<file path="config.mk">
export PLATFORM = sky130hd
export DESIGN_NAME = modular_exponentiation_unit_flat
export DESIGN_NICKNAME = d
export VERILOG_FILES = /design/src/rtl/core/mexp_pkg.sv /design/src/rtl/core/mexp_if.sv /design/src/rtl/core/mexp_rem.sv /design/src/rtl/core/mexp_mulmod.sv /design/src/rtl/core/modular_exponentiation_unit.sv /design/src/flat_wrapper.sv
export SDC_FILE = /design/constraint.sdc
export NUM_CORES = 1
export LEC_CHECK = 0
export ABC_AREA = 0
export BUFFER_PORTS_ARGS = -buffer_cell sky130_fd_sc_hd__buf_2
export CORE_MARGIN = 2
export CORE_UTILIZATION = 30
export DETAILED_ROUTE_END_ITERATION = 6
export GPL_TIMING_DRIVEN = 0
export SYNTH_ARGS = -nofsm -noshare
export SYNTH_HDL_FRONTEND = slang
export SYNTH_SLANG_ARGS = --single-unit
export TNS_END_PERCENT = 1
</file>
<file path="constraint.sdc">
create_clock -name clk_i -period 6.85 [get_ports clk_i]
set_clock_uncertainty 0.15 [all_clocks]
set_input_delay 1.37 -clock clk_i [delete_from_list [all_inputs] [get_ports clk_i]]
set_output_delay 1.37 -clock clk_i [all_outputs]
set_load 0.01 [all_outputs]
</file>
<file path="src/rtl/core/mexp_pkg.sv">
package mexp_pkg;

  localparam int Width   = 32;
  localparam int CntW    = $clog2(Width);
  localparam int CfgIdxW = 8;

  localparam logic [CfgIdxW-1:0] CfgExponent = CfgIdxW'(0);
  localparam logic [CfgIdxW-1:0] CfgModulus  = CfgIdxW'(1);

  localparam logic [Width-1:0] ExponentReset = Width'(65537);
  localparam logic [Width-1:0] ModulusReset  = '1;

  typedef enum logic [2:0] {
    StIdle,
    StReduce,
    StStep,
    StMulAcc,
    StMulSqr,
    StFinish
  } state_e;

  typedef struct packed {
    logic             start;
    logic [Width-1:0] x;
    logic [Width-1:0] y;
  } mul_req_t;

  typedef struct packed {
    logic             start;
    logic [Width-1:0] dividend;
  } rem_req_t;

  typedef struct packed {
    logic             done;
    logic [Width-1:0] value;
  } unit_rsp_t;

endpackage

</file>
<file path="src/rtl/core/mexp_if.sv">
interface mexp_msg_if;
  logic                       valid;
  logic                       ready;
  logic [mexp_pkg::Width-1:0] message;

  modport source (output valid, output message, input ready);
  modport sink   (input valid, input message, output ready);
endinterface

interface mexp_res_if;
  logic                       valid;
  logic                       ready;
  logic [mexp_pkg::Width-1:0] result;

  modport source (output valid, output result, input ready);
  modport sink   (input valid, input result, output ready);
endinterface

interface mexp_cfg_if;
  logic                         valid;
  logic                         ready;
  logic [mexp_pkg::CfgIdxW-1:0] index;
  logic [mexp_pkg::Width-1:0]   data;

  modport source (output valid, output index, output data, input ready);
  modport sink   (input valid, input index, input data, output ready);
endinterface

</file>
<file path="src/rtl/core/mexp_rem.sv">
module mexp_rem (
  input  logic                       clk_i,
  input  logic                       rst_ni,
  input  mexp_pkg::rem_req_t         req_i,
  input  logic [mexp_pkg::Width-1:0] modulus_i,
  output mexp_pkg::unit_rsp_t        rsp_o
);

  logic                      busy_q, busy_d;
  logic                      done_q, done_d;
  logic [mexp_pkg::CntW-1:0] cnt_q, cnt_d;
  logic [mexp_pkg::Width-1:0] rem_q, rem_d;
  logic [mexp_pkg::Width-1:0] div_q, div_d;
  logic [mexp_pkg::Width:0]   shifted;
  logic                       last;

  assign shifted = {rem_q, div_q[mexp_pkg::Width-1]};
  assign last    = (cnt_q == mexp_pkg::CntW'(mexp_pkg::Width - 1));

  always_comb begin
    busy_d = busy_q;
    done_d = 1'b0;
    cnt_d  = cnt_q;
    rem_d  = rem_q;
    div_d  = div_q;
    if (req_i.start) begin
      busy_d = 1'b1;
      cnt_d  = '0;
      rem_d  = '0;
      div_d  = req_i.dividend;
    end else if (busy_q) begin
      div_d = {div_q[mexp_pkg::Width-2:0], 1'b0};
      if (shifted >= {1'b0, modulus_i}) begin
        rem_d = mexp_pkg::Width'(shifted - {1'b0, modulus_i});
      end else begin
        rem_d = shifted[mexp_pkg::Width-1:0];
      end
      cnt_d = cnt_q + 1'b1;
      if (last) begin
        busy_d = 1'b0;
        done_d = 1'b1;
      end
    end
  end

  always_ff @(posedge clk_i or negedge rst_ni) begin
    if (!rst_ni) begin
      busy_q <= 1'b0;
      done_q <= 1'b0;
      cnt_q  <= '0;
    end else begin
      busy_q <= busy_d;
      done_q <= done_d;
      cnt_q  <= cnt_d;
    end
  end

  always_ff @(posedge clk_i) begin
    rem_q <= rem_d;
    div_q <= div_d;
  end

  assign rsp_o.done  = done_q;
  assign rsp_o.value = rem_q;

endmodule

</file>
<file path="src/rtl/core/mexp_mulmod.sv">
module mexp_mulmod (
  input  logic                       clk_i,
  input  logic                       rst_ni,
  input  mexp_pkg::mul_req_t         req_i,
  input  logic [mexp_pkg::Width-1:0] modulus_i,
  output mexp_pkg::unit_rsp_t        rsp_o
);

  logic                       busy_q, busy_d;
  logic                       done_q, done_d;
  logic [mexp_pkg::CntW-1:0]  cnt_q, cnt_d;
  logic [mexp_pkg::Width-1:0] acc_q, acc_d;
  logic [mexp_pkg::Width-1:0] x_q, x_d;
  logic [mexp_pkg::Width-1:0] y_q, y_d;
  logic [mexp_pkg::Width:0]   acc_sum;
  logic [mexp_pkg::Width:0]   x_dbl;
  logic [mexp_pkg::Width:0]   mod_ext;
  logic                       last;

  assign mod_ext = {1'b0, modulus_i};
  assign acc_sum = {1'b0, acc_q} + {1'b0, x_q};
  assign x_dbl   = {x_q, 1'b0};
  assign last    = (cnt_q == mexp_pkg::CntW'(mexp_pkg::Width - 1));

  always_comb begin
    busy_d = busy_q;
    done_d = 1'b0;
    cnt_d  = cnt_q;
    acc_d  = acc_q;
    x_d    = x_q;
    y_d    = y_q;
    if (req_i.start) begin
      busy_d = 1'b1;
      cnt_d  = '0;
      acc_d  = '0;
      x_d    = req_i.x;
      y_d    = req_i.y;
    end else if (busy_q) begin
      if (y_q[0]) begin
        if (acc_sum >= mod_ext) begin
          acc_d = mexp_pkg::Width'(acc_sum - mod_ext);
        end else begin
          acc_d = acc_sum[mexp_pkg::Width-1:0];
        end
      end
      if (x_dbl >= mod_ext) begin
        x_d = mexp_pkg::Width'(x_dbl - mod_ext);
      end else begin
        x_d = x_dbl[mexp_pkg::Width-1:0];
      end
      y_d   = {1'b0, y_q[mexp_pkg::Width-1:1]};
      cnt_d = cnt_q + 1'b1;
      if (last) begin
        busy_d = 1'b0;
        done_d = 1'b1;
      end
    end
  end

  always_ff @(posedge clk_i or negedge rst_ni) begin
    if (!rst_ni) begin
      busy_q <= 1'b0;
      done_q <= 1'b0;
      cnt_q  <= '0;
    end else begin
      busy_q <= busy_d;
      done_q <= done_d;
      cnt_q  <= cnt_d;
    end
  end

  always_ff @(posedge clk_i) begin
    acc_q <= acc_d;
    x_q   <= x_d;
    y_q   <= y_d;
  end

  assign rsp_o.done  = done_q;
  assign rsp_o.value = acc_q;

endmodule

</file>
<file path="src/rtl/core/modular_exponentiation_unit.sv">
// Modular exponentiation: result = message ** exponent mod modulus.
// Channels: msg_i takes one message item, res_o returns one result item,
// cfg_i writes exponent (index 0) or modulus (index 1); other indexes are
// dropped. cfg_i is always ready; write it only while the block is idle.
// One item is worked on at a time; msg_i is ready only while no item is being
// worked on. The message is first reduced by a bit-serial restoring remainder
// unit, then the exponent is scanned from its low bit by a shift-and-add
// modular multiplier, one multiplier bit per cycle. With k the index of the
// top set exponent bit and p its popcount, an item takes k + p multiplies.
// An exponent of zero gives 1 for a modulus of 2 or more; a modulus below 2
// gives 0. msg_i goes ready together with res_o.valid.
// While res_o is stalled its output register holds the item; one more
// message may be taken and worked, but its result waits and msg_i stays low
// until res_o drains.
// Reset restores exponent 65537 and an all-ones modulus and empties the
// block.
module modular_exponentiation_unit (
  input  logic        clk_i,
  input  logic        rst_ni,
  mexp_cfg_if.sink    cfg_i,
  mexp_msg_if.sink    msg_i,
  mexp_res_if.source  res_o
);

  mexp_pkg::state_e           state_q, state_d;
  logic [mexp_pkg::Width-1:0] exponent_q;
  logic [mexp_pkg::Width-1:0] modulus_q;
  logic [mexp_pkg::Width-1:0] acc_q;
  logic [mexp_pkg::Width-1:0] base_q;
  logic [mexp_pkg::Width-1:0] e_q;
  logic [mexp_pkg::Width-1:0] res_q;
  logic                       res_valid_q, res_valid_d;
  logic                       msg_acc;
  logic                       mod_small;
  logic                       out_free;

  mexp_pkg::mul_req_t  mul_req;
  mexp_pkg::unit_rsp_t mul_rsp;
  mexp_pkg::rem_req_t  rem_req;
  mexp_pkg::unit_rsp_t rem_rsp;

  assign cfg_i.ready = 1'b1;
  assign msg_acc     = msg_i.valid && msg_i.ready;
  assign mod_small   = (modulus_q[mexp_pkg::Width-1:1] == '0);
  assign out_free    = !res_valid_q || res_o.ready;

  mexp_rem u_rem (
    .clk_i     (clk_i),
    .rst_ni    (rst_ni),
    .req_i     (rem_req),
    .modulus_i (modulus_q),
    .rsp_o     (rem_rsp)
  );

  mexp_mulmod u_mul (
    .clk_i     (clk_i),
    .rst_ni    (rst_ni),
    .req_i     (mul_req),
    .modulus_i (modulus_q),
    .rsp_o     (mul_rsp)
  );

  always_ff @(posedge clk_i or negedge rst_ni) begin
    if (!rst_ni) begin
      exponent_q <= mexp_pkg::ExponentReset;
      modulus_q  <= mexp_pkg::ModulusReset;
    end else if (cfg_i.valid && cfg_i.ready) begin
      unique case (cfg_i.index)
        mexp_pkg::CfgExponent: exponent_q <= cfg_i.data;
        mexp_pkg::CfgModulus:  modulus_q  <= cfg_i.data;
        default: ;
      endcase
    end
  end

  always_comb begin
    state_d = state_q;
    unique case (state_q)
      mexp_pkg::StIdle: begin
        if (msg_acc) begin
          state_d = mod_small ? mexp_pkg::StFinish : mexp_pkg::StReduce;
        end
      end
      mexp_pkg::StReduce: begin
        if (rem_rsp.done) state_d = mexp_pkg::StStep;
      end
      mexp_pkg::StStep: begin
        if (e_q == '0) begin
          state_d = mexp_pkg::StFinish;
        end else if (e_q[0]) begin
          state_d = mexp_pkg::StMulAcc;
        end else begin
          state_d = mexp_pkg::StMulSqr;
        end
      end
      mexp_pkg::StMulAcc: begin
        if (mul_rsp.done) state_d = mexp_pkg::StStep;
      end
      mexp_pkg::StMulSqr: begin
        if (mul_rsp.done) state_d = mexp_pkg::StStep;
      end
      mexp_pkg::StFinish: begin
        if (out_free) state_d = mexp_pkg::StIdle;
      end
      default: state_d = mexp_pkg::StIdle;
    endcase
  end

  always_comb begin
    msg_i.ready      = (state_q == mexp_pkg::StIdle);
    rem_req.start    = msg_acc && !mod_small;
    rem_req.dividend = msg_i.message;
    mul_req.start    = (state_q == mexp_pkg::StStep) && (e_q != '0);
    mul_req.x        = e_q[0] ? acc_q : base_q;
    mul_req.y        = base_q;
    res_valid_d      = res_valid_q;
    if ((state_q == mexp_pkg::StFinish) && out_free) begin
      res_valid_d = 1'b1;
    end else if (res_o.ready) begin
      res_valid_d = 1'b0;
    end
  end

  always_ff @(posedge clk_i or negedge rst_ni) begin
    if (!rst_ni) begin
      state_q     <= mexp_pkg::StIdle;
      res_valid_q <= 1'b0;
    end else begin
      state_q     <= state_d;
      res_valid_q <= res_valid_d;
    end
  end

  always_ff @(posedge clk_i) begin
    case (state_q)
      mexp_pkg::StIdle: begin
        if (msg_acc) acc_q <= mod_small ? '0 : mexp_pkg::Width'(1);
      end
      mexp_pkg::StReduce: begin
        if (rem_rsp.done) begin
          base_q <= rem_rsp.value;
          e_q    <= exponent_q;
        end
      end
      mexp_pkg::StMulAcc: begin
        if (mul_rsp.done) begin
          acc_q <= mul_rsp.value;
          e_q   <= {e_q[mexp_pkg::Width-1:1], 1'b0};
        end
      end
      mexp_pkg::StMulSqr: begin
        if (mul_rsp.done) begin
          base_q <= mul_rsp.value;
          e_q    <= {1'b0, e_q[mexp_pkg::Width-1:1]};
        end
      end
      mexp_pkg::StFinish: begin
        if (out_free) res_q <= acc_q;
      end
      default: ;
    endcase
  end

  assign res_o.valid  = res_valid_q;
  assign res_o.result = res_q;

endmodule

</file>
<file path="src/flat_wrapper.sv">
// flat-port wrapper written by rule: the top's interface ports become plain ports
module modular_exponentiation_unit_flat 
  (clk_i, rst_ni, cfg_i_valid, cfg_i_index, cfg_i_data, cfg_i_ready, msg_i_valid, msg_i_message, msg_i_ready, res_o_valid, res_o_result, res_o_ready);
  mexp_cfg_if cfg_i_i ();
  mexp_msg_if msg_i_i ();
  mexp_res_if res_o_i ();
  input  logic clk_i;
  input  logic rst_ni;
  input wire logic [$bits(cfg_i_i.valid)-1:0] cfg_i_valid;
  input wire logic [$bits(cfg_i_i.index)-1:0] cfg_i_index;
  input wire logic [$bits(cfg_i_i.data)-1:0] cfg_i_data;
  output wire logic [$bits(cfg_i_i.ready)-1:0] cfg_i_ready;
  input wire logic [$bits(msg_i_i.valid)-1:0] msg_i_valid;
  input wire logic [$bits(msg_i_i.message)-1:0] msg_i_message;
  output wire logic [$bits(msg_i_i.ready)-1:0] msg_i_ready;
  output wire logic [$bits(res_o_i.valid)-1:0] res_o_valid;
  output wire logic [$bits(res_o_i.result)-1:0] res_o_result;
  input wire logic [$bits(res_o_i.ready)-1:0] res_o_ready;
  assign cfg_i_i.valid = cfg_i_valid;
  assign cfg_i_i.index = cfg_i_index;
  assign cfg_i_i.data = cfg_i_data;
  assign cfg_i_ready = cfg_i_i.ready;
  assign msg_i_i.valid = msg_i_valid;
  assign msg_i_i.message = msg_i_message;
  assign msg_i_ready = msg_i_i.ready;
  assign res_o_valid = res_o_i.valid;
  assign res_o_result = res_o_i.result;
  assign res_o_i.ready = res_o_ready;
  modular_exponentiation_unit u_core (.clk_i(clk_i), .rst_ni(rst_ni), .cfg_i(cfg_i_i), .msg_i(msg_i_i), .res_o(res_o_i));
endmodule
</file>
==> metrics.md, run 1 <==
| Metric | Value |
|---|---|
| Bufs on Longest Clock Path | `3` |
| Yosys warns | `0` |
| Largest delay contributor family on the critical path | `compound AO/OA/AOI/OAI gates` |
| Power Total | `5190 uW` |
| Final Hold Fails | `0` |
| DRT iter0 DRCs | `1,877` |
| Min Tclk post-route | `6.269 ns` |
| HP Class | `flop to flop` |
| Violated checks | `capacitance limit, slew limit` |
| Worst path max stage delay | `0.52 ns` |
| Setup ws final | `0.5814 ns` |
| Syn avg cell area | `9.678 sq um` |
| Place WS | `0.7946 ns` |
| Total core area | `74,570 sq um` |
| GRT Total Usage | `a little under a fifth` |
| Reg clk slew, reported paths | `0.06 ns` |
| Resized cells post-CTS | `0` |
| Clock power frac | `45.1%` |
| Synth Instances | `about 2,300` |
| Ys async rst share | `22.16%` |
| Die Wd | `278.7 um` |
| CTS H-Tree Depth | `2` |
| # Post-CTS Setup Buffers | `0` |
| P&R area growth vs syn | `14.94%` |
| RSZ-0062 raised after global routing | `no` |
| Hpwl dp | `58,340 um` |
| Cell Rows | `100` |
| Die Area | `roughly 78,000 sq um` |
| Initial antenna violation count | `6` |
| I/O pin count | `112` |
| Vias after detailed routing | `19,140` |
| Worst Path Required | `a little over 7 ns` |
| Flop pwr share | `a little under half` |
| Layout cells sized above 1 | `14.24%` |
| Hold_buf cts | `0` |
| Net count, final | `2,715` |
| Final estimated routing congestion in global placement | `around 1` |
| Number of buffers added on ports | `110` |
| CTS tree | `done` |
| Peak VDD IR | `roughly 0.17 mV` |
| First-pass iteration count of the detailed router | `6` |
| Largest net degree at the start of global routing | `66` |
| Pwr Density | `199.4 nW/um^2` |
| Crit-path cells | `ha_1 > fa_1 > a21oi_1 > nor2_1 > o31a_1 > o311ai_1 > a21oi_1 > or4_1 > nand3_1 > ha_1 > a211oi_1 > o21ai_0 > a211oi_1 > nand3_1 > nand3_1 > nand2_1 > nor2_2 > buf_4 > buf_4 > nand2_1 > a311oi_1` |
| Crit path top cell by count | `nand3_1` |
| Routed Antenna Nets | `0` |
| Post-Synthesis Net Count | `2,553` |
| Setup Viol. Count Final | `0` |
| Rel. slew slack | `-1.427%` |
| Residual DRC | `0` |
| Remaining global-route overflow | `0` |
| Post-synth EDFFs | `224` |
| Final core utilization | `roughly a third` |
| Critical Path Fanout Max | `10` |
| Critical Path AT | `6.58 ns` |
| Combinational Power Share | `8.9%` |
| Register area share after synthesis | `44.61%` |
| Sw Pwr | `around 1300 uW` |
| Fillcell total | `~7,600` |
| F_max | `around 160 MHz` |
| Diodes inserted | `0` |
| Clock Latency Late Sink | `0.59 ns` |
| Maxcap violations | `1` |
| Vias/cell | `roughly 5.5` |
| Least-Margin Pin Slew | `1.511 ns` |
| Dominant synthesized flop cell | `edfxtp_1` |
| Net Sw Frac | `24.75%` |
| WL final | `74,630 um` |
| Synthesized flop and latch total | `370` |
| Setup TNS | `0 ns` |
| Vias in the first global route | `approximately 18,000` |
| Yosys top cell by area | `edfxtp_1` |
| Sink Count | `370` |
| CP max-delay cell | `o311ai_1` |
| Crit end category | `flop` |
| Post-synth cell types | `85` |
| CTS Buf Count | `43` |
| Global-route wire length before repair | `112,100 um` |
| Top-area cell type share of the netlist area | `29.70%` |
| Internal | `3905 uW` |
| Startpoint types | `flop` |
| Final slew viol count | `9` |
| Leak Pwr | `0.009953 uW` |
| Placed cells | `approximately 3,400` |
| Status | `finished, violations left` |
| Critical path class | `flop to flop` |
| Die H | `278.7 um` |
| Largest cells by area after synthesis | `edfxtp_1 30%, ha_1 7.3%, nand2_1 5.8%` |
| Initial Util | `30.37%` |
| CP bufs+invs | `2` |
| Fin cells | `3,505` |
| Clock Root Buffer | `clkbuf_16` |
| Tcrit/Tclk final | `91.51%` |
| Mapped cell area | `22,650 sq um` |
| Avg WL per Cell | `21.29 um` |
==> synth_stat cells (5+ instances only) <==
library cell / instances
a211oi_1: 28
o21a_1: 18
dfxtp_1: 64
a21boi_0: 9
o311a_1: 5
a31oi_1: 46
a21oi_1: 127
dfstp_2: 34
and3_1: 26
o31ai_1: 14
edfxtp_1: 224
buf_1: 11
nand2b_1: 23
a22o_1: 31
nand3_1: 100
and2_1: 45
nand4_1: 29
nor4_1: 22
a311oi_1: 25
nor3_1: 36
buf_2: 8
o211ai_1: 39
a211o_1: 7
nor2b_1: 18
and4_1: 9
mux2_2: 97
o311ai_0: 7
nand2_1: 347
o21bai_1: 7
dfrtp_1: 48
clkbuf_1: 82
xor2_1: 39
or3_1: 15
mux2i_1: 42
a21o_1: 50
o21ai_0: 115
nor2_1: 150
xnor2_1: 42
inv_1: 74
ha_1: 132
or2_2: 8
==> metrics by stage <==
stage          hold WS (ns)  instance area, sq um
5_1_grt              0.3092                 26030
3_5_place_dp         0.2915                 24610
6_report             0.3003                 26030
2_1_floorplan        0.2668                 22650
3_3_place_gp         0.2881                 24410
4_1_cts              0.3046                 26030
==> routing by layer <==
layer	vias up	GRT usage [%]	wire, um	share of wire (%)
met3	127	2.577	4845	6.5
met4	2	6.645	2631	3.5
met5	-	0	7	0.0094
met2	651	29.71	33090	44
li1	9031	-	-	-
met1	9331	26.42	34060	46
==> worst register-to-register path: stages, from the launching register on <==
cell and delay (ns):
edfxtp_1 0.47, ha_1 0.31, fa_1 0.43, a21oi_1 0.21
nor2_1 0.10, o31a_1 0.38, o311ai_1 0.52, a21oi_1 0.20
or4_1 0.50, nand3_1 0.17, ha_1 0.31, a211oi_1 0.29
o21ai_0 0.18, a211oi_1 0.30, nand3_1 0.25, nand3_1 0.15
nand2_1 0.18, nor2_2 0.22, buf_4 0.26, buf_4 0.23
nand2_1 0.07, a311oi_1 0.26
==> layout make-up <==
cell class              instances  area [sq um]  area share (%)
multi-input cells            1791         11910           45.74
flip-flops and latches        370         10100           38.81
well taps                     969          1212           4.658
clock buffers                  51          1106           4.249
repair buffers                117         699.4           2.687
plain buffers                 105         416.7           1.601
clock inverters                28         309.0           1.187
inverters                      74         277.8           1.067
==> worst paths after layout <==
| kind | from | cells past startpoint | end | slack (ns) |
|---|---|---|---|---|
| setup reg to reg | u_core.u_mul.x_q[0] | 21 | u_core.u_mul.acc_q[8] | 0.58 |
| hold / removal | u_core.acc_q[7] | 0 | u_core.res_o.result[7] | 0.30 |
| setup / recovery | u_core.u_mul.x_q[0] | 21 | u_core.u_mul.acc_q[8] | 0.58 |
| hold reg to reg | u_core.acc_q[7] | 0 | u_core.res_o.result[7] | 0.30 |
| max in group asynchronous | rst_ni | 2 | u_core.exponent_q[16] | 5.39 |
| min in group asynchronous | rst_ni | 1 | u_core.res_o.valid | 0.51 |
==> logic make-up after synthesis <==
kind of cell / share of synthesized area [%]
and+or+nand+nor: 17.29
adders and majority gates: 7.647
xor gates and xnor gates: 3.133
other: 0.01656
muxes: 6.680
buffers and inverters: 3.066
DFF: 44.61
AOI/OAI and AO/OA: 17.55
==> power groups by stage <==
stage               sequential, uW  clock, uW  combinational, uW
floorplan                     2430          0                304
finish                        2390       2340                460
global placement              2440          0                446
CTS                           2390       2390                451
detailed placement            2440          0                450
global route                  2390       2480                504
==> flip-flops by register name, indices dropped and copies added (netlist names), 5 cells and up <==
signal and flops:
u_core.acc_q 32, u_core.modulus_q 32, u_core.u_rem.rem_q 32, u_core.exponent_q 32, u_core.base_q 32, u_core.u_mul.acc_q 32, u_core.u_mul.cnt_q 5, u_core.u_mul.y_q 32
u_core.e_q 32, u_core.u_rem.div_q 32, u_core.u_mul.x_q 32, u_core.res_o.result 32, u_core.u_rem.cnt_q 5
==> layout by cell type (no fill, tap or decap), types with 11 or more instances in the layout <==
cell       count
nor3_1        35
dfxtp_1       64
xnor2_1       42
inv_1         74
a22o_1        31
o21ai_0      115
nand2b_1      23
nor2b_1       18
mux2i_1       42
clkbuf_1      90
a31oi_1       46
and3_1        26
buf_1         11
dfrtp_1       48
o211ai_1      39
and2_1        45
o31ai_1       14
clkbuf_16     43
a211oi_1      28
nor4_1        22
dfstp_2       34
o21a_1        18
nor2_1       149
nand3_1      100
xor2_1        39
a21oi_1      124
buf_2        117
or3_1         15
nand4_1       29
a21o_1        50
mux2_2        97
ha_1         132
nand2_1      345
edfxtp_1     224
a311oi_1      25
(Power assumes the default switching activity.)
==> run 2, diff against run 1 <==
Settings changed: CORE_UTILIZATION 30 to 27.
==> metrics.md, run 2 (synthesized netlist as in run 1, its figures left out) <==
| Metric | Value |
|---|---|
| Status | `finished, violations left (unchanged)` |
| Violated checks | `capacitance limit, slew limit (unchanged)` |
| Crit path top cell by count | `a21oi_1 (was nand3_1)` |
| Remaining global-route overflow | `0 (unchanged)` |
| Die Wd | `293.6 um (was 278.7 um)` |
| DRT iter0 DRCs | `1,781 (was 1,877)` |
| Fillcell total | `8,713 (was 7,635)` |
| Net count, final | `2,716 (was 2,715)` |
| Vias/cell | `5.314 (was 5.461)` |
| Die H | `293.6 um (was 278.7 um)` |
| Final estimated routing congestion in global placement | `0.9352 (was 0.9793)` |
| Global-route wire length before repair | `115,800 um (was 112,100 um)` |
| Least-Margin Pin Slew | `1.496 ns (was 1.511 ns)` |
| Largest net degree at the start of global routing | `52 (was 66)` |
| Final slew viol count | `2 (was 9)` |
| HP Class | `flop to flop (unchanged)` |
| Initial antenna violation count | `5 (was 6)` |
| RSZ-0062 raised after global routing | `no (unchanged)` |
| Hold_buf cts | `0 (unchanged)` |
| Min Tclk post-route | `6.331 ns (was 6.269 ns)` |
| Setup TNS | `0 ns (unchanged)` |
| Area of the multi-input gates | `11,910 sq um (unchanged)` |
| Setup ws final | `0.5186 ns (was 0.5814 ns)` |
| F_max | `157.9 MHz (was 159.5 MHz)` |
| Sink Count | `370 (unchanged)` |
| Setup Viol. Count Final | `0 (unchanged)` |
| CTS tree | `done (unchanged)` |
| Final Hold Fails | `0 (unchanged)` |
| Storage cell area | `10,100 sq um (unchanged)` |
| Hold depth | `0 (unchanged)` |
| P&R area growth vs syn | `16.00% (was 14.94%)` |
| Crit end category | `flop (unchanged)` |
| R2R setup slack | `0.52 ns (was 0.58 ns)` |
| Vias after detailed routing | `19,250 (was 19,140)` |
| RR Startpoint | `u_core.u_mul.x_q[0] (unchanged)` |
| Crit-path cells | `ha_1 > fa_1 > a21oi_1 > nor2_1 > o31a_1 > o311a_1 > o21ai_1 > a21oi_1 > o41ai_1 > nor2_1 > ha_1 > nand2_1 > nor4_1 > nand3_1 > o221ai_1 > a21oi_1 > and2_1 > nand2_1 > clkbuf_1 > nand3_1 > a31oi_1 (was ha_1 > fa_1 > a21oi_1 > nor2_1 > o31a_1 > o311ai_1 > a21oi_1 > or4_1 > nand3_1 > ha_1 > a211oi_1 > o21ai_0 > a211oi_1 > nand3_1 > nand3_1 > nand2_1 > nor2_2 > buf_4 > buf_4 > nand2_1 > a311oi_1)` |
| Critical Path Fanout Max | `10 (unchanged)` |
| Rel. slew slack | `-0.1285% (was -1.427%)` |
| Number of buffers added on ports | `110 (unchanged)` |
| Place WS | `0.6412 ns (was 0.7946 ns)` |
| Bufs on Longest Clock Path | `3 (unchanged)` |
| Reg-to-Reg End | `u_core.u_mul.acc_q[17] (was u_core.u_mul.acc_q[8])` |
| Residual DRC | `0 (unchanged)` |
| Most frequent cells in the layout | `345 x nand2_1, 224 x edfxtp_1, 149 x nor2_1, 132 x ha_1, 124 x a21oi_1 (unchanged)` |
| CTS H-Tree Depth | `2 (unchanged)` |
| CP max-delay cell | `edfxtp_1 (was o311ai_1)` |
| Layout cells sized above 1 | `14.18% (was 14.24%)` |
| Total core area | `83,290 sq um (was 74,570 sq um)` |
| GRT Total Usage | `17.60% (was 18.85%)` |
| Hold endpoint | `u_core.res_o.result[12] (was u_core.res_o.result[7])` |
| Vias in the first global route | `18,730 (was 18,420)` |
| Critical path class | `flop to flop (unchanged)` |
| Commonest non-fill, non-tap cell in the layout | `nand2_1 (unchanged)` |
| Pwr Density | `202.5 nW/um^2 (was 199.4 nW/um^2)` |
| WL final | `76,930 um (was 74,630 um)` |
| Hpwl dp | `60,170 um (was 58,340 um)` |
| Tcrit/Tclk final | `92.43% (was 91.51%)` |
| Cell Rows | `106 (was 100)` |
| Routed Antenna Nets | `0 (unchanged)` |
| First-pass iteration count of the detailed router | `7 (was 6)` |
| Reg clk slew, reported paths | `0.07 ns (was 0.06 ns)` |
| Die Area | `86,200 sq um (was 77,700 sq um)` |
| Leak Pwr | `0.009990 uW (was 0.009953 uW)` |
| Hold Startpoint | `u_core.acc_q[12] (was u_core.acc_q[7])` |
| Worst Path Required | `7.23 ns (was 7.17 ns)` |
| Clock Root Buffer | `clkbuf_16 (unchanged)` |
| Worst path max stage delay | `0.49 ns (was 0.52 ns)` |
| Initial Util | `27.19% (was 30.37%)` |
| # Post-CTS Setup Buffers | `0 (unchanged)` |
| Peak VDD IR | `0.1727 mV (was 0.1681 mV)` |
| I/O pin count | `112 (unchanged)` |
| R2R depth | `21 (unchanged)` |
| CTS Buf Count | `44 (was 43)` |
| Startpoint types | `flop (unchanged)` |
| Maxcap violations | `2 (was 1)` |
| Clock Latency Late Sink | `0.60 ns (was 0.59 ns)` |
| Avg WL per Cell | `21.24 um (was 21.29 um)` |
| Resized cells post-CTS | `0 (unchanged)` |
| Critical Path AT | `6.71 ns (was 6.58 ns)` |
-- run 2: changes by cell type in the layout (fill, tap and decap cells not counted), moves of 2 or more --
| cell | previous run | this run |
|---|---|---|
| clkinv_4 | 4 | 2 |
| clkinv_2 | 9 | 3 |
| inv_6 | 1 | 3 |
| clkbuf_1 | 90 | 92 |
| clkinv_1 | 4 | 6 |
| clkbuf_8 | 0 | 3 |
| diode_2 | 0 | 3 |
-- run 2: critical path: cells and delay by family (launching register included) --
family | cells | cell delay, ns
adder cells (fa/ha/maj) | 3 | 1.18
AND/OR/NAND/NOR | 8 | 1.56
flip-flops | 1 | 0.49
AO/OA/AOI/OAI | 9 | 2.34
buffers and inverters | 1 | 0.49
-- run 2: layout make-up --
cell class	count	area share, %
clock inverters	25	1.219
clock buffers	57	4.492
well taps	1080	5.144
diodes	3	0.02858
inverters	74	1.057
flip-flops and latches	370	38.46
repair buffers	117	2.691
plain buffers	105	1.586
multi-input cells	1791	45.32
-- run 2: power breakdown --
| part | switching, uW | leakage, uW | total [uW] | internal (uW) |
|---|---|---|---|---|
| registers | 16.7 | 0.00298 | 2390 | 2370 |
| clock network | 1010 | 0.000721 | 2460 | 1460 |
| logic | 288 | 0.00629 | 465 | 177 |
| total | 1310 | 0.00999 | 5320 | 4010 |
-- run 2: worst max path at each step --
stage / to / startpoint / slack (ns)
finish: u_core.u_mul.acc_q[17] / u_core.u_mul.x_q[0] / 0.52
global route: u_core.u_mul.acc_q[17] / u_core.u_mul.x_q[0] / 0.09
CTS: u_core.u_mul.acc_q[17] / u_core.u_mul.x_q[0] / 0.60
detailed placement: u_core.u_mul.acc_q[17] / u_core.u_mul.x_q[0] / 0.64
global placement: u_core.u_mul.y_q[8] / u_core.e_q[4] / 0.42
floorplan: u_core.u_mul.acc_q[6] / u_core.u_mul.x_q[0] / 2.06
-- run 2: metal layers --
metal / up-vias / GRT usage [%] / share of wire, %
li1: 9044 / - / -
met1: 9387 / 24.24 / 45
met2: 680 / 28.26 / 45
met3: 134 / 2.492 / 6.5
met4: 4 / 5.998 / 3.2
met5: - / 0 / 0.035
-- run 2: through the flow --
step | utilization [%] | power (uW) | hold slack, ns | std cells | instance area (sq um)
finish | 31.54 | 5320 | 0.3008 | 3622 | 26270
global route | 31.53 | 5487 | 0.3181 | 3619 | 26260
CTS | 31.53 | 5355 | 0.3029 | 3619 | 26260
detailed placement | 29.72 | 2890 | 0.2951 | 3537 | 24760
global placement | 29.47 | 2886 | 0.2896 | 3530 | 24550
floorplan | - | 2733 | 0.2668 | 2340 | 22650
==> run 3, diff against run 2 <==
==> constraint.sdc (replaced) <==
create_clock -name clk_i -period 6.85 [get_ports clk_i]
set_clock_uncertainty 0.15 [all_clocks]
set_input_delay 0.3425 -clock clk_i [delete_from_list [all_inputs] [get_ports clk_i]]
set_output_delay 0.3425 -clock clk_i [all_outputs]
set_load 0.01 [all_outputs]
==> metrics.md, run 3 (synthesized netlist as in run 1, its figures left out) <==
| Metric | Value |
|---|---|
| Status | `finished clean (was finished, violations left)` |
| Final Hold Fails | `0 (unchanged)` |
| CP bufs+invs | `1 (unchanged)` |
| Worst path max stage delay | `0.50 ns (was 0.49 ns)` |
| Most frequent cells in the layout | `345 x nand2_1, 224 x edfxtp_1, 149 x nor2_1, 132 x ha_1, 124 x a21oi_1 (unchanged)` |
| Place WS | `0.6412 ns (unchanged)` |
| Power Total | `5355 uW (was 5320 uW)` |
| Maxcap violations | `0 (was 2)` |
| Sw Pwr | `1322 uW (was 1312 uW)` |
| Tcrit/Tclk final | `93.39% (was 92.43%)` |
| Hold Startpoint | `cfg_i_index[0] (was u_core.acc_q[12])` |
| Largest net degree at the start of global routing | `52 (unchanged)` |
| Clock Root Buffer | `clkbuf_16 (unchanged)` |
| Vias after detailed routing | `19,540 (was 19,250)` |
| Setup Viol. Count Final | `0 (unchanged)` |
| CTS Buf Count | `44 (unchanged)` |
| Placed cells | `3,537 (unchanged)` |
| P&R area growth vs syn | `18.96% (was 16.00%)` |
| Pwr Density | `198.8 nW/um^2 (was 202.5 nW/um^2)` |
| Min Tclk post-route | `6.397 ns (was 6.331 ns)` |
| Critical Path Fanout Max | `10 (unchanged)` |
| Hold endpoint | `u_core.exponent_q[31] (was u_core.res_o.result[12])` |
| Die H | `293.6 um (unchanged)` |
| Avg WL per Cell | `21.06 um (was 21.24 um)` |
| Vias/cell | `5.298 (was 5.314)` |
| Routed Antenna Nets | `0 (unchanged)` |
| Critical Path AT | `6.77 ns (was 6.71 ns)` |
| Largest delay contributor family on the critical path | `compound AO/OA/AOI/OAI gates (unchanged)` |
| Storage cell area | `10,100 sq um (unchanged)` |
| Vias in the first global route | `18,980 (was 18,730)` |
| Startpoint types | `flop (unchanged)` |
| Setup ws final | `0.4528 ns (was 0.5186 ns)` |
| Combinational Power Share | `9.3% (was 8.7%)` |
| Worst Path Required | `7.22 ns (was 7.23 ns)` |
| Final estimated routing congestion in global placement | `0.9352 (unchanged)` |
| Die Area | `86,200 sq um (unchanged)` |
| Cell Rows | `106 (unchanged)` |
| Sink Count | `370 (unchanged)` |
| Internal | `4032 uW (was 4007 uW)` |
| R2R setup slack | `0.45 ns (was 0.52 ns)` |
| Total core area | `83,290 sq um (unchanged)` |
| Die Wd | `293.6 um (unchanged)` |
| Initial Util | `27.19% (unchanged)` |
| Crit path top cell by count | `a21oi_1 (unchanged)` |
| Initial antenna violation count | `5 (unchanged)` |
| CP max-delay cell | `clkbuf_1 (was edfxtp_1)` |
| Net count, final | `2,783 (was 2,716)` |
| Number of buffers added on ports | `110 (unchanged)` |
| Least-Margin Pin Slew | `1.424 ns (was 1.496 ns)` |
| GRT Total Usage | `17.75% (was 17.60%)` |
| Rel. slew slack | `4.745% (was -0.1285%)` |
| CTS tree | `done (unchanged)` |
| Peak VDD IR | `0.1732 mV (was 0.1727 mV)` |
| Worst hold slack | `0.04921 ns (was 0.3008 ns)` |
| Flop pwr share | `44.7% (was 44.9%)` |
| HP Class | `input pin to flop (was flop to flop)` |
| First-pass iteration count of the detailed router | `5 (was 7)` |
| RR Startpoint | `u_core.u_mul.x_q[0] (unchanged)` |
| WL final | `77,700 um (was 76,930 um)` |
| # Post-CTS Setup Buffers | `0 (unchanged)` |
| Remaining global-route overflow | `0 (unchanged)` |
| Layout cells sized above 1 | `13.81% (was 14.18%)` |
| Net Sw Frac | `24.69% (was 24.67%)` |
| Leak Pwr | `0.01027 uW (was 0.009990 uW)` |
| F_max | `156.3 MHz (was 157.9 MHz)` |
| RSZ-0062 raised after global routing | `no (unchanged)` |
| Clock Latency Late Sink | `0.60 ns (about the same)` |
| Crit end category | `flop (unchanged)` |
| Critical path class | `flop to flop (unchanged)` |
| CTS H-Tree Depth | `2 (unchanged)` |
| Bufs on Longest Clock Path | `3 (unchanged)` |
| Reg clk slew, reported paths | `0.07 ns (about the same)` |
| DRT iter0 DRCs | `1,682 (was 1,781)` |
| Residual DRC | `0 (unchanged)` |
| Crit-path cells | `ha_1 > fa_1 > a21oi_1 > nor2_1 > o31a_1 > o311a_1 > o21ai_1 > a21oi_1 > o41ai_1 > nor2_1 > ha_1 > nand2_1 > nor4_1 > nand3_1 > o221ai_1 > a21oi_1 > and2_1 > nand2_1 > clkbuf_1 > nand3_1 > a31oi_1 (unchanged)` |
| Global-route wire length before repair | `116,900 um (was 115,800 um)` |
| Area of the multi-input gates | `11,910 sq um (unchanged)` |
| Final slew viol count | `0 (was 2)` |
| Hpwl dp | `60,170 um (unchanged)` |
| Reg-to-Reg End | `u_core.u_mul.acc_q[17] (unchanged)` |
| Setup TNS | `0 ns (unchanged)` |
| I/O pin count | `112 (unchanged)` |
| Fin cells | `3,689 (was 3,622)` |
| Clock power frac | `46.1% (was 46.3%)` |
| Commonest non-fill, non-tap cell in the layout | `nand2_1 (unchanged)` |
| R2R depth | `21 (unchanged)` |
| Hold depth | `3 (was 0)` |
| Fillcell total | `8,660 (was 8,713)` |
[run 3: metal layers]
metal  vias up  GRT usage [%]  routed length [um]
met4         4          6.222                2796
li1       9176              -                   -
met2       712          28.57               35110
met1      9508          24.33               34890
met3       143          2.492                4874
met5         -              0                  27
[run 3: worst max-delay path by stage]
stage                                   start                      to  slack (ns)  depth (start not counted)
final                     u_core.u_mul.x_q[0]  u_core.u_mul.acc_q[17]        0.45                         21
after global routing      u_core.u_mul.x_q[0]  u_core.u_mul.acc_q[17]        0.09                         21
after CTS                 u_core.u_mul.x_q[0]  u_core.u_mul.acc_q[17]        0.60                         20
after detailed placement  u_core.u_mul.x_q[0]  u_core.u_mul.acc_q[17]        0.64                         21
after global placement          u_core.e_q[4]     u_core.u_mul.y_q[8]        0.42                          8
after floorplan           u_core.u_mul.x_q[0]   u_core.u_mul.acc_q[6]        2.06                         21
[run 3: power by group through the flow]
stage | Clock, uW | Combinational [uW] | Sequential [uW]
2_1_floorplan | 0 | 304 | 2430
3_3_place_gp | 0 | 450 | 2440
3_5_place_dp | 0 | 453 | 2440
4_1_cts | 2510 | 486 | 2390
5_1_grt | 2590 | 539 | 2390
6_report | 2470 | 496 | 2390
[run 3: worst min-delay path, stage by stage]
cell    delay (ns)
buf_2         0.09
nor2_1        0.10
mux2_2        0.23
[run 3: metrics by stage]
step	instance area [sq um]	utilization (%)
after floorplan	22650	-
after global placement	24550	29.47
after detailed placement	24760	29.72
after CTS	26930	32.33
after global routing	26940	32.34
final	26940	32.34
[run 3: cell type report]
class	count	share of cell area, %
well taps	1080	5.016
plain buffers	105	1.547
flip-flops and latches	370	37.50
repair buffers	184	5.114
diodes	3	0.02787
multi-input cells	1791	44.19
clock inverters	25	1.189
clock buffers	57	4.380
inverters	74	1.031
[run 3: timing repair]
item | in CTS | in global routing
hold endpoints to repair | 155 | 0
hold buffers | 67 | 0
gates resized for setup | 0 | 0
